## config.mk

```make
export PLATFORM = sky130hd
export DESIGN_NAME = http3_frame_stream_parser
export DESIGN_NICKNAME = d
export VERILOG_FILES = /design/src/design/h3fp_pkg.sv /design/src/design/http3_frame_stream_parser.sv
export SDC_FILE = /design/constraint.sdc
export NUM_CORES = 2
export LEC_CHECK = 0
export ABC_CLOCK_PERIOD_IN_PS = 8400
export BUFFER_PORTS_ARGS = -buffer_cell sky130_fd_sc_hd__buf_2
export CORE_ASPECT_RATIO = 1.5
export CORE_MARGIN = 3
export CORE_UTILIZATION = 60
export DETAILED_ROUTE_END_ITERATION = 8
export PLACE_DENSITY = 0.78
export SYNTH_ARGS = -nofsm -noshare
export SYNTH_HDL_FRONTEND = slang
export SYNTH_SLANG_ARGS = --single-unit
```

## constraint.sdc

```tcl
create_clock -name clk -period 8.4 [get_ports clk]
set_input_delay 0.84 -clock clk [delete_from_list [all_inputs] [get_ports clk]]
set_output_delay 0.84 -clock clk [all_outputs]
set_load 0.03 [all_outputs]
```

## src/design/h3fp_pkg.sv

```systemverilog
package h3fp_pkg;

    // Parser phase. The varint type and length come first, and then one phase
    // for each field of the frame kind.
    typedef enum logic [3:0] {
        PH_TYPE,
        PH_LEN,
        PH_PTYPES,
        PH_PID1,
        PH_PID2,
        PH_PWEIGHT,
        PH_ONE,
        PH_SETID,
        PH_SETVAL,
        PH_PAYLOAD,
        PH_SKIP
    } phase_t;

    typedef logic [61:0] value_t;

    // Event kinds. Frame kinds are stored with the same codes.
    localparam logic [3:0] EV_DATA          = 4'd0;
    localparam logic [3:0] EV_HEADERS       = 4'd1;
    localparam logic [3:0] EV_PRIORITY      = 4'd2;
    localparam logic [3:0] EV_CANCEL_PUSH   = 4'd3;
    localparam logic [3:0] EV_SETTING       = 4'd4;
    localparam logic [3:0] EV_SETTINGS_END  = 4'd5;
    localparam logic [3:0] EV_PROMISED_PUSH = 4'd6;
    localparam logic [3:0] EV_GOAWAY        = 4'd7;
    localparam logic [3:0] EV_MAX_PUSH_ID   = 4'd8;
    localparam logic [3:0] EV_DUP_PUSH      = 4'd9;
    localparam logic [3:0] EV_PAYLOAD_BYTE  = 4'd10;
    localparam logic [3:0] EV_MALFORMED     = 4'd11;
    localparam logic [3:0] KIND_UNKNOWN     = 4'd15;

    // Frame type codes on the wire.
    localparam value_t FT_DATA          = 62'h0;
    localparam value_t FT_HEADERS       = 62'h1;
    localparam value_t FT_PRIORITY      = 62'h2;
    localparam value_t FT_CANCEL_PUSH   = 62'h3;
    localparam value_t FT_SETTINGS      = 62'h4;
    localparam value_t FT_PROMISED_PUSH = 62'h5;
    localparam value_t FT_GOAWAY        = 62'h7;
    localparam value_t FT_MAX_PUSH_ID   = 62'hD;
    localparam value_t FT_DUP_PUSH      = 62'hE;

    // Setting identifiers and their slots.
    localparam value_t SID_MAX_HEADER_LIST = 62'h6;
    localparam value_t SID_PLACEHOLDERS    = 62'h9;
    localparam value_t SID_QPACK_CAPACITY  = 62'h1;
    localparam value_t SID_QPACK_BLOCKED   = 62'h7;

    localparam logic [2:0] SLOT_MAX_HEADER_LIST = 3'd0;
    localparam logic [2:0] SLOT_PLACEHOLDERS    = 3'd1;
    localparam logic [2:0] SLOT_QPACK_CAPACITY  = 3'd2;
    localparam logic [2:0] SLOT_QPACK_BLOCKED   = 3'd3;
    localparam logic [2:0] SLOT_NONE            = 3'd4;

    typedef struct packed {
        logic [3:0] kind;
        value_t     first;
        value_t     second;
        logic [1:0] slot;
        logic [1:0] pkind;
        logic [1:0] dkind;
        logic [7:0] weight;
        logic       last;
    } event_t;

    function automatic logic [3:0] kind_of(input value_t t);
        logic [3:0] k;
        begin
            unique case (t)
                FT_DATA:          k = EV_DATA;
                FT_HEADERS:       k = EV_HEADERS;
                FT_PRIORITY:      k = EV_PRIORITY;
                FT_CANCEL_PUSH:   k = EV_CANCEL_PUSH;
                FT_SETTINGS:      k = EV_SETTING;
                FT_PROMISED_PUSH: k = EV_PROMISED_PUSH;
                FT_GOAWAY:        k = EV_GOAWAY;
                FT_MAX_PUSH_ID:   k = EV_MAX_PUSH_ID;
                FT_DUP_PUSH:      k = EV_DUP_PUSH;
                default:          k = KIND_UNKNOWN;
            endcase
            return k;
        end
    endfunction

    function automatic logic [2:0] slot_of(input value_t id);
        logic [2:0] s;
        begin
            unique case (id)
                SID_MAX_HEADER_LIST: s = SLOT_MAX_HEADER_LIST;
                SID_PLACEHOLDERS:    s = SLOT_PLACEHOLDERS;
                SID_QPACK_CAPACITY:  s = SLOT_QPACK_CAPACITY;
                SID_QPACK_BLOCKED:   s = SLOT_QPACK_BLOCKED;
                default:             s = SLOT_NONE;
            endcase
            return s;
        end
    endfunction

endpackage

```

## src/design/http3_frame_stream_parser.sv

```systemverilog
// HTTP/3 frame stream parser.
// The stream channel (stream_valid, stream_ready, stream_byte) takes one byte of
// a control or request stream per request. The event channel (event_valid,
// event_ready and the event fields) gives the decoded events: frame headers,
// priority fields, setting entries, forwarded payload bytes and a malformed
// marker. A byte causes zero, one or two events; last marks the final event of
// its byte.
// Each accepted byte is decoded in the cycle it is accepted, against the parser
// state registers, and its events are written into a four-entry event queue.
// The first event of a byte appears on the event channel in the cycle after the
// byte is accepted when the queue is empty, later when older events wait ahead
// of it. One byte is taken every cycle while the queue has room for two events,
// so the sustained rate is one byte per clock; a byte with two events writes
// both into the queue at once, and the event channel gives them out one by one.
// When the receiver stalls the queue fills and stream_ready drops once fewer
// than two entries are free; no event is lost.
// Reset empties the queue and returns the parser to the frame type phase. After
// a malformed event the parser keeps taking bytes but ignores them until reset.
module http3_frame_stream_parser (
    input  logic                clk,
    input  logic                rst_n,
    input  logic                stream_valid,
    output logic                stream_ready,
    input  logic [7:0]          stream_byte,
    output logic                event_valid,
    input  logic                event_ready,
    output logic [3:0]          event_kind,
    output h3fp_pkg::value_t    first_value,
    output h3fp_pkg::value_t    second_value,
    output logic [1:0]          setting_slot,
    output logic [1:0]          prioritized_kind,
    output logic [1:0]          dependency_kind,
    output logic [7:0]          weight,
    output logic                last
);
    import h3fp_pkg::*;

    localparam int unsigned FIFO_DEPTH = 4;
    localparam int unsigned PTR_W      = $clog2(FIFO_DEPTH);
    localparam int unsigned CNT_W      = $clog2(FIFO_DEPTH + 1);

    // Parser state.
    phase_t     phase_reg, phase_next;
    value_t     acc_reg, acc_next;
    logic [2:0] left_reg, left_next;
    logic [3:0] kind_reg, kind_next;
    value_t     adv_reg, adv_next;
    value_t     cons_reg, cons_next;
    value_t     held_id_reg, held_id_next;
    logic [2:0] held_slot_reg, held_slot_next;
    logic [3:0] held_types_reg, held_types_next;
    logic       halted_reg, halted_next;

    // Event queue.
    event_t            fifo_reg [FIFO_DEPTH];
    logic [PTR_W-1:0]  head_reg, tail_reg;
    logic [CNT_W-1:0]  count_reg, count_next;

    logic       accept;
    logic       pop;
    value_t     feed_acc;
    logic [2:0] feed_left;
    logic       feed_done;
    value_t     cons_cur;
    event_t     ev0, ev1;
    logic [1:0] n_ev;
    event_t     head_ev;

    assign accept       = stream_valid && stream_ready;
    assign stream_ready = (count_reg <= CNT_W'(FIFO_DEPTH - 2));
    assign event_valid  = (count_reg != '0);
    assign pop          = event_valid && event_ready;

    // One step of the QUIC varint decoder: the top two bits of the first byte
    // give the length, later bytes shift in below the bits already held.
    always_comb
    begin
        if (left_reg == 3'd0)
        begin
            feed_acc = {56'd0, stream_byte[5:0]};
            case (stream_byte[7:6])
                2'd0:    feed_left = 3'd0;
                2'd1:    feed_left = 3'd1;
                2'd2:    feed_left = 3'd3;
                default: feed_left = 3'd7;
            endcase
        end
        else
        begin
            feed_acc  = {acc_reg[53:0], stream_byte};
            feed_left = left_reg - 3'd1;
        end
        feed_done = (feed_left == 3'd0);
        // The byte count covers payload bytes only.
        cons_cur = (phase_reg == PH_TYPE || phase_reg == PH_LEN) ? cons_reg
                                                                 : cons_reg + 62'd1;
    end

    always_comb
    begin
        phase_next      = phase_reg;
        acc_next        = acc_reg;
        left_next       = left_reg;
        kind_next       = kind_reg;
        adv_next        = adv_reg;
        cons_next       = cons_reg;
        held_id_next    = held_id_reg;
        held_slot_next  = held_slot_reg;
        held_types_next = held_types_reg;
        halted_next     = halted_reg;
        ev0             = '0;
        ev1             = '0;
        n_ev            = 2'd0;

        if (accept && !halted_reg)
        begin
            cons_next = cons_cur;
            unique case (phase_reg)
                PH_TYPE:
                begin
                    acc_next  = feed_acc;
                    left_next = feed_left;
                    if (feed_done)
                    begin
                        kind_next  = kind_of(feed_acc);
                        phase_next = PH_LEN;
                    end
                end
                PH_LEN:
                begin
                    acc_next  = feed_acc;
                    left_next = feed_left;
                    if (feed_done)
                    begin
                        adv_next  = feed_acc;
                        cons_next = '0;
                        case (kind_reg)
                            EV_DATA, EV_HEADERS:
                            begin
                                ev0.kind   = kind_reg;
                                ev0.first  = feed_acc;
                                n_ev       = 2'd1;
                                phase_next = (feed_acc == '0) ? PH_TYPE : PH_PAYLOAD;
                            end
                            EV_PRIORITY:
                            begin
                                phase_next = PH_PTYPES;
                            end
                            EV_SETTING:
                            begin
                                if (feed_acc == '0)
                                begin
                                    ev0.kind   = EV_SETTINGS_END;
                                    n_ev       = 2'd1;
                                    phase_next = PH_TYPE;
                                end
                                else
                                begin
                                    phase_next = PH_SETID;
                                end
                            end
                            KIND_UNKNOWN:
                            begin
                                phase_next = (feed_acc == '0) ? PH_TYPE : PH_SKIP;
                            end
                            default:
                            begin
                                phase_next = PH_ONE;
                            end
                        endcase
                    end
                end
                PH_PTYPES:
                begin
                    held_types_next = {stream_byte[7:6], stream_byte[5:4]};
                    phase_next      = PH_PID1;
                end
                PH_PID1:
                begin
                    acc_next  = feed_acc;
                    left_next = feed_left;
                    if (feed_done)
                    begin
                        held_id_next = feed_acc;
                        phase_next   = PH_PID2;
                    end
                end
                PH_PID2:
                begin
                    // The dependency id stays in the accumulator until the weight.
                    acc_next  = feed_acc;
                    left_next = feed_left;
                    if (feed_done)
                    begin
                        phase_next = PH_PWEIGHT;
                    end
                end
                PH_PWEIGHT:
                begin
                    n_ev = 2'd1;
                    if (cons_cur != adv_reg)
                    begin
                        ev0.kind    = EV_MALFORMED;
                        halted_next = 1'b1;
                    end
                    else
                    begin
                        ev0.kind   = EV_PRIORITY;
                        ev0.first  = held_id_reg;
                        ev0.second = acc_reg;
                        ev0.pkind  = held_types_reg[3:2];
                        ev0.dkind  = held_types_reg[1:0];
                        ev0.weight = stream_byte;
                    end
                    phase_next = PH_TYPE;
                end
                PH_ONE:
                begin
                    acc_next  = feed_acc;
                    left_next = feed_left;
                    if (feed_done)
                    begin
                        n_ev       = 2'd1;
                        phase_next = PH_TYPE;
                        if (kind_reg == EV_PROMISED_PUSH)
                        begin
                            // The push id may be followed by a header block
                            // that is forwarded byte by byte.
                            if (cons_cur > adv_reg)
                            begin
                                ev0.kind    = EV_MALFORMED;
                                halted_next = 1'b1;
                            end
                            else
                            begin
                                ev0.kind   = EV_PROMISED_PUSH;
                                ev0.first  = feed_acc;
                                ev0.second = adv_reg - cons_cur;
                                if (cons_cur < adv_reg)
                                begin
                                    phase_next = PH_PAYLOAD;
                                end
                            end
                        end
                        else if (cons_cur != adv_reg)
                        begin
                            ev0.kind    = EV_MALFORMED;
                            halted_next = 1'b1;
                        end
                        else
                        begin
                            ev0.kind  = kind_reg;
                            ev0.first = feed_acc;
                        end
                    end
                end
                PH_SETID:
                begin
                    acc_next  = feed_acc;
                    left_next = feed_left;
                    if (feed_done)
                    begin
                        held_slot_next = slot_of(feed_acc);
                        phase_next     = PH_SETVAL;
                    end
                end
                PH_SETVAL:
                begin
                    acc_next  = feed_acc;
                    left_next = feed_left;
                    if (feed_done)
                    begin
                        // A known entry goes first; the end marker or the
                        // malformed event may follow from the same byte.
                        if (held_slot_reg != SLOT_NONE)
                        begin
                            ev0.kind  = EV_SETTING;
                            ev0.first = feed_acc;
                            ev0.slot  = held_slot_reg[1:0];
                        end
                        if (cons_cur < adv_reg)
                        begin
                            phase_next = PH_SETID;
                            n_ev       = (held_slot_reg != SLOT_NONE) ? 2'd1 : 2'd0;
                        end
                        else
                        begin
                            phase_next = PH_TYPE;
                            if (cons_cur != adv_reg)
                            begin
                                halted_next = 1'b1;
                            end
                            if (held_slot_reg != SLOT_NONE)
                            begin
                                ev1.kind = (cons_cur == adv_reg) ? EV_SETTINGS_END
                                                                 : EV_MALFORMED;
                                n_ev     = 2'd2;
                            end
                            else
                            begin
                                ev0.kind = (cons_cur == adv_reg) ? EV_SETTINGS_END
                                                                 : EV_MALFORMED;
                                n_ev     = 2'd1;
                            end
                        end
                    end
                end
                PH_PAYLOAD:
                begin
                    ev0.kind  = EV_PAYLOAD_BYTE;
                    ev0.first = {54'd0, stream_byte};
                    n_ev      = 2'd1;
                    if (cons_cur >= adv_reg)
                    begin
                        phase_next = PH_TYPE;
                    end
                end
                PH_SKIP:
                begin
                    if (cons_cur >= adv_reg)
                    begin
                        phase_next = PH_TYPE;
                    end
                end
                default:
                begin
                    phase_next = PH_TYPE;
                    left_next  = 3'd0;
                end
            endcase
        end

        if (n_ev == 2'd1)
        begin
            ev0.last = 1'b1;
        end
        else if (n_ev == 2'd2)
        begin
            ev1.last = 1'b1;
        end

        count_next = count_reg + CNT_W'(n_ev) - CNT_W'(pop);
    end

    always_ff @(posedge clk or negedge rst_n)
    begin
        if (!rst_n)
        begin
            phase_reg      <= PH_TYPE;
            acc_reg        <= '0;
            left_reg       <= '0;
            kind_reg       <= '0;
            adv_reg        <= '0;
            cons_reg       <= '0;
            held_id_reg    <= '0;
            held_slot_reg  <= '0;
            held_types_reg <= '0;
            halted_reg     <= 1'b0;
            head_reg       <= '0;
            tail_reg       <= '0;
            count_reg      <= '0;
        end
        else
        begin
            phase_reg      <= phase_next;
            acc_reg        <= acc_next;
            left_reg       <= left_next;
            kind_reg       <= kind_next;
            adv_reg        <= adv_next;
            cons_reg       <= cons_next;
            held_id_reg    <= held_id_next;
            held_slot_reg  <= held_slot_next;
            held_types_reg <= held_types_next;
            halted_reg     <= halted_next;
            head_reg       <= head_reg + PTR_W'(pop);
            tail_reg       <= tail_reg + PTR_W'(n_ev);
            count_reg      <= count_next;
        end
    end

    // Queue entries carry payload only.
    always_ff @(posedge clk)
    begin
        if (n_ev != 2'd0)
        begin
            fifo_reg[tail_reg] <= ev0;
        end
        if (n_ev == 2'd2)
        begin
            fifo_reg[tail_reg + PTR_W'(1)] <= ev1;
        end
    end

    assign head_ev          = fifo_reg[head_reg];
    assign event_kind       = head_ev.kind;
    assign first_value      = head_ev.first;
    assign second_value     = head_ev.second;
    assign setting_slot     = head_ev.slot;
    assign prioritized_kind = head_ev.pkind;
    assign dependency_kind  = head_ev.dkind;
    assign weight           = head_ev.weight;
    assign last             = head_ev.last;

    // The queue never holds more entries than it has.
    a_fifo_bound: assert property (@(posedge clk) disable iff (!rst_n)
        count_reg <= CNT_W'(FIFO_DEPTH))
        else $error("event queue overflow");

    // Once halted, accepted bytes add no events.
    a_halt_silent: assert property (@(posedge clk) disable iff (!rst_n)
        halted_reg && accept |=> count_reg <= $past(count_reg))
        else $error("event produced after halt");

    // A malformed event always closes the events of its byte.
    a_bad_last: assert property (@(posedge clk) disable iff (!rst_n)
        event_valid && event_kind == EV_MALFORMED |-> last)
        else $error("malformed event not marked last");

    // A forwarded payload byte always reaches the queue.
    a_payload_push: assert property (@(posedge clk) disable iff (!rst_n)
        accept && !halted_reg && phase_reg == PH_PAYLOAD |=> count_reg != '0)
        else $error("payload byte lost");

endmodule

```

Word level (Yosys, flattened, before mapping)
Memory sizes are Yosys's and may differ from the RTL's.
Index checks and enable logic that the tools add are counted.
{"block": "totals", "ff_bits": 274, "latch_bits": 0, "ramBits": 572, "rom_bits": 64, "input_bits": 12, "output_inout_bits": 145, "wordCells": 173, "memories": 2}
{"name": "fifo_reg", "words": 4, "word_bits": 143, "rd": 1, "rd_ports_with_merged_regs": 0, "write_ports": 2, "line_no": "http3_frame_stream_parser.sv:55", "rtl": "event_t fifo_reg [FIFO_DEPTH];"}
{"name": "(no name shown)", "words": 16, "word_bits": 4, "rd": 1, "rd_ports_with_merged_regs": 0, "write_ports": 0, "line_no": "h3fp_pkg.sv:73", "rtl": "unique case (t)"}
{"block": "op_classes", "addsub": 8, "mul": 0, "div": 0, "order_cmp": 4, "eq_ne": 36, "n_shift": 0, "n_mux": 80, "bitwise": 1, "n_reduce_logical": 29}
{"operator": "$mux 62", "count": 7}
{"operator": "$pmux 66 s5", "count": 1}
{"operator": "$mux 124", "count": 2}
{"operator": "$mux 66", "count": 3}
{"operator": "$mux 142", "count": 1}
{"operator": "$mux 128", "count": 1}
{"operator": "$eq 62x3->1 const B", "count": 2}
{"operator": "$pmux 62 s2", "count": 1}
{"operator": "$mux 4", "count": 25}
{"operator": "$mux 65", "count": 1}
{"operator": "$add 62x1->62 const B", "count": 1}
{"operator": "$eq 62x1->1 const B", "count": 1}
{"operator": "$eq 62x4->1 const B", "count": 1}
{"operator": "$eq 62x62->1", "count": 1}
{"operator": "$ge 62x62->1", "count": 1}
{"operator": "$gt 62x62->1", "count": 1}
{"operator": "$logic_not 62->1", "count": 1}
{"operator": "$lt 62x62->1", "count": 1}
{"operator": "$ne 62x62->1", "count": 1}
{"operator": "$sub 62x62->62", "count": 1}
{"operator": "$logic_not 58->1", "count": 1}
{"operator": "$pmux 4 s9", "count": 1}
{"operator": "$eq 4x3->1 const B", "count": 6}
{"operator": "$mux 12", "count": 2}
{"operator": "other kinds (42)", "count": 94}

Logic depth before layout (Yosys ltp)
{"block": "logic_depth", "depth_word": 11, "mapped_depth": 36}

Least setup slack after synthesis
No wires, ideal clock.
{"block": "synth_timing", "path_type": "reg2reg", "start": "register cons_reg[9]", "end": "memory fifo_reg[0][0] (netlist bit) (enable)", "arrival_ps": 6995, "t_required_ps": 8090, "setup_slack_ps": 1095, "path_stages_with_launch": 36, "n_path_buf": 5, "synth_period_minus_slack_ps": 7305, "path_cell_list": "dfrtp_1 > buf_4 > nand4_1 > or3_1 > buf_2 > nor2_1 > nand3_1 > nor3_1 > nand3_1 > nor2_1 > nand2_1 > nor2_1 > xnor2_1 > ha_1 > clkbuf_1 > and2_1 > and3_1 > and3_1 > nand4_1 > nor3b_1 > o221ai_1 > a31oi_1 > nor2_2 > nor2_1 > inv_1 > ha_1 > a31oi_1 > o21bai_1 > o21ai_1 > inv_1 > nor2_1 > nand3_1 > and2_1 > clkbuf_1 > clkbuf_1 > inv_1"}
{"item": "start: declaration", "line_no": "http3_frame_stream_parser.sv:48", "rtl": "value_t cons_reg, cons_next;"}
{"item": "start signal: assignment", "line_no": "http3_frame_stream_parser.sv:370", "rtl": "cons_reg <= cons_next;"}
{"item": "end: declaration", "line_no": "http3_frame_stream_parser.sv:55"}

==> flow_summary.json <==
{
  "r2r_end": "fifo_reg[0][60]",
  "async_reset_ff_share_pct": 32.4,
  "hold_ws_ns": 0.149,
  "yosysMostFrequentCell": "o21ai_0",
  "drtIter0Drc": 4071,
  "synth_largest_area_cell": "dfxtp_1",
  "drive_above_1_share_pct": 14.4,
  "p_per_area_nw_per_um2": 247,
  "status": "finished clean",
  "crit_type": "reg2reg",
  "cts_tree": "built",
  "worst_pin_slew_ns": 1.20,
  "largest_reg_flops": 572,
  "core_area_sq_um": 65800,
  "post_drt_via_cell_ratio": 6.85,
  "design.portCount": 157,
  "drt-wirelength-per-cell_um": 25.6,
  "die_h_um": 322,
  "cts_buffer_depth": 3,
  "synth_xor_area_share_pct": 2.86,
  "startpoint_type": "flip-flop",
  "required_ns": 8.88,
  "maxCapViolations": 0,
  "ys_seq_area_share_pct": 46.2,
  "grt_max_degree": 143,
  "dr.max_layer_used": "met4",
  "wl_met3_mm": 12.0,
  "wl_met1_mm": 49.0,
  "hold_viol_final": 0,
  "crit_top_cell": "nor2_1",
  "rows": 115,
  "grt_util_all_layers_pct": 35.9,
  "portBuffers": 156,
  "synthMuxAreaShare_pct": 8.61,
  "final-setup-viol-count": 0,
  "critPathMaxStageDelay_ns": 0.49,
  "critical_path.max_fanout": 58,
  "htreeDepth": 3,
  "synth_cell_type_count": 93,
  "grt_overflow_total": 0,
  "start_util_pct": 60.9,
  "nets": 4165,
  "synth_top_area_share_pct": 27.6,
  "synth_compound_area_share_pct": 24.8,
  "cp-end-kind": "flip-flop",
  "die_area_sq_um": 69900,
  "synth_flop_cell": "dfxtp_1",
  "routed_wl_mm": 129,
  "synthTopCellsByArea": "dfxtp_1 (28%), dfrtp_1 (17%), mux4_2 (8.0%)",
  "root_buffer": "clkbuf_16",
  "grt_pass1_vias": 33323,
  "synth-edff-count": 20,
  "finalPower_w": 0.0109,
  "tns_ns": 0,
  "slowest_stage": "or3_4",
  "syn_inst": 4084,
  "grt_pass1_wl_mm": 196,
  "area_growth_pct": 10.6,
  "fmax_mhz": 127,
  "num-fill-cells": 5167,
  "fin_crit_sh_pct": 94.0,
  "cts.sinks": 846,
  "vdd.ir_drop.worst_mv": 0.319,
  "avgSynthCellArea_sq_um": 9.80,
  "antenna_found_initial": 4,
  "synth_seq_cells": 846,
  "fin_util_pct": 67.3,
  "worstHoldPathType": "in2async",
  "post_cts_buffers": 0,
  "slew_viol_final": 0,
  "syn_nets": 4170,
  "via_count": 34428,
  "leakagePower_nw": 17.5,
  "die_w_um": 217,
  "relSlewSlack_pct": 19.5,
  "synth_top_family_by_area": "compound AO/OA/AOI/OAI gates",
  "gp_congestion": 1.01,
  "firstDrtPassIters": 6,
  "ff_latch_area_sq_um": 18500,
  "cts.clk_slew.worst_paths_ns": 0.06,
  "ys.warnings.count": 0,
  "synth-simple-area-share_pct": 11.5,
  "clk_latency_ns": 0.64,
  "period_needed_ns": 7.89,
  "multi_input_area_sq_um": 20200,
  "reg2reg_depth": 32,
  "r2r_start": "cons_reg[9]",
  "synth_adder_area_share_pct": 2.38,
  "synthTopCellsByCount": "o21ai_0 (637), dfxtp_1 (552), nand2_1 (481), a22oi_1 (279), dfrtp_1 (274)",
  "route.detailed.drc": 0,
  "ff2ff_setup_slack_ns": 0.51,
  "netlist_area_sq_um": 40000,
  "cts_buffers": 78,
  "met2WireLength_mm": 60.6,
  "dpl.hpwl_mm": 84.6,
  "ant_nets": 0,
  "worstPathArrival_ns": 8.37,
  "clock_skew_ns": 0.0232
}
-- routing by layer --
layer  track usage (%)  up-vias
li1                  -    15254
met1              46.3    16915
met2              58.5     1881
met3              6.44      378
met4              18.0        0
met5                 0        -
-- layout by cell type (no fill, tap or decap), types with 76 or more instances in the layout --
cell,n
dfxtp_1,552
a21oi_1,92
nor2_1,124
clkbuf_16,83
buf_2,155
nand2_1,481
nand2b_1,76
o21ai_0,637
dfrtp_1,271
xnor2_1,78
mux4_2,143
a22o_1,181
a22oi_1,279
-- area by class of cell --
cell class | instances | share of cell area [%]
antenna | 2 | 0.0113
clock buffer | 128 | 5.42
clock inverter | 18 | 0.562
inverter | 52 | 0.441
multi-input combinational | 2866 | 45.6
sequential | 846 | 41.8
tap | 877 | 2.48
timing repair buffer | 235 | 3.63
-- timing repair --
item,in CTS,in global routing
hold endpoints to repair,0,0
endpoints found under the setup margin,0,569
hold buffers,0,0
gates resized for setup,0,9
-- critical path: cells and delay by family, from the launching register on --
kind / cells / cell delay, ns
AOI/OAI and AO/OA: 7 / 1.35
xor gates and xnor gates: 1 / 0.10
adders and majority gates: 2 / 0.74
and+or+nand+nor: 19 / 4.56
DFF: 1 / 0.46
buffers and inverters: 3 / 0.45
-- where the power goes --
part           internal [W]  total, W  leakage, nW  switching, W
registers           0.00422   0.00464         8.37      0.000420
clock network       0.00212   0.00371         1.29       0.00159
logic              0.000950   0.00259         7.83       0.00164
-- worst max-delay path by stage --
| stage | from | to | slack, ns | cells after the start |
|---|---|---|---|---|
| final | cons_reg[9] | fifo_reg[0][60] | 0.51 | 32 |
| after detailed placement | cons_reg[9] | fifo_reg[2][142] | 0.36 | 31 |
| after global routing | cons_reg[9] | fifo_reg[2][139] | -0.04 | 31 |
| after floorplan | cons_reg[9] | fifo_reg[0][0] | 1.10 | 35 |
| after CTS | cons_reg[9] | fifo_reg[2][139] | 0.29 | 31 |
| after global placement | cons_reg[9] | fifo_reg[2][140] | 0.68 | 31 |
-- stage by stage --
| step | area, sq um | instances | setup WS, ns |
|---|---|---|---|
| after floorplan | 40000 | 4084 | 1.10 |
| after global placement | 41600 | 4876 | 0.684 |
| after detailed placement | 41600 | 4876 | 0.361 |
| after CTS | 44200 | 5022 | 0.291 |
| after global routing | 44300 | 5023 | -0.0358 |
| final | 44300 | 5024 | 0.508 |
-- cells by family (layout without fill, tap and decap cells) --
| family | after synthesis | after routing |
|---|---|---|
| AOI/OAI and AO/OA | 1529 | 1529 |
| muxes | 164 | 164 |
| other | 0 | 2 |
| DFF | 846 | 846 |
| xor gates and xnor gates | 124 | 124 |
| and+or+nand+nor | 974 | 974 |
| adders and majority gates | 75 | 75 |
| buffers and inverters | 372 | 433 |
No activity file was read; power rests on OpenSTA's default activity.
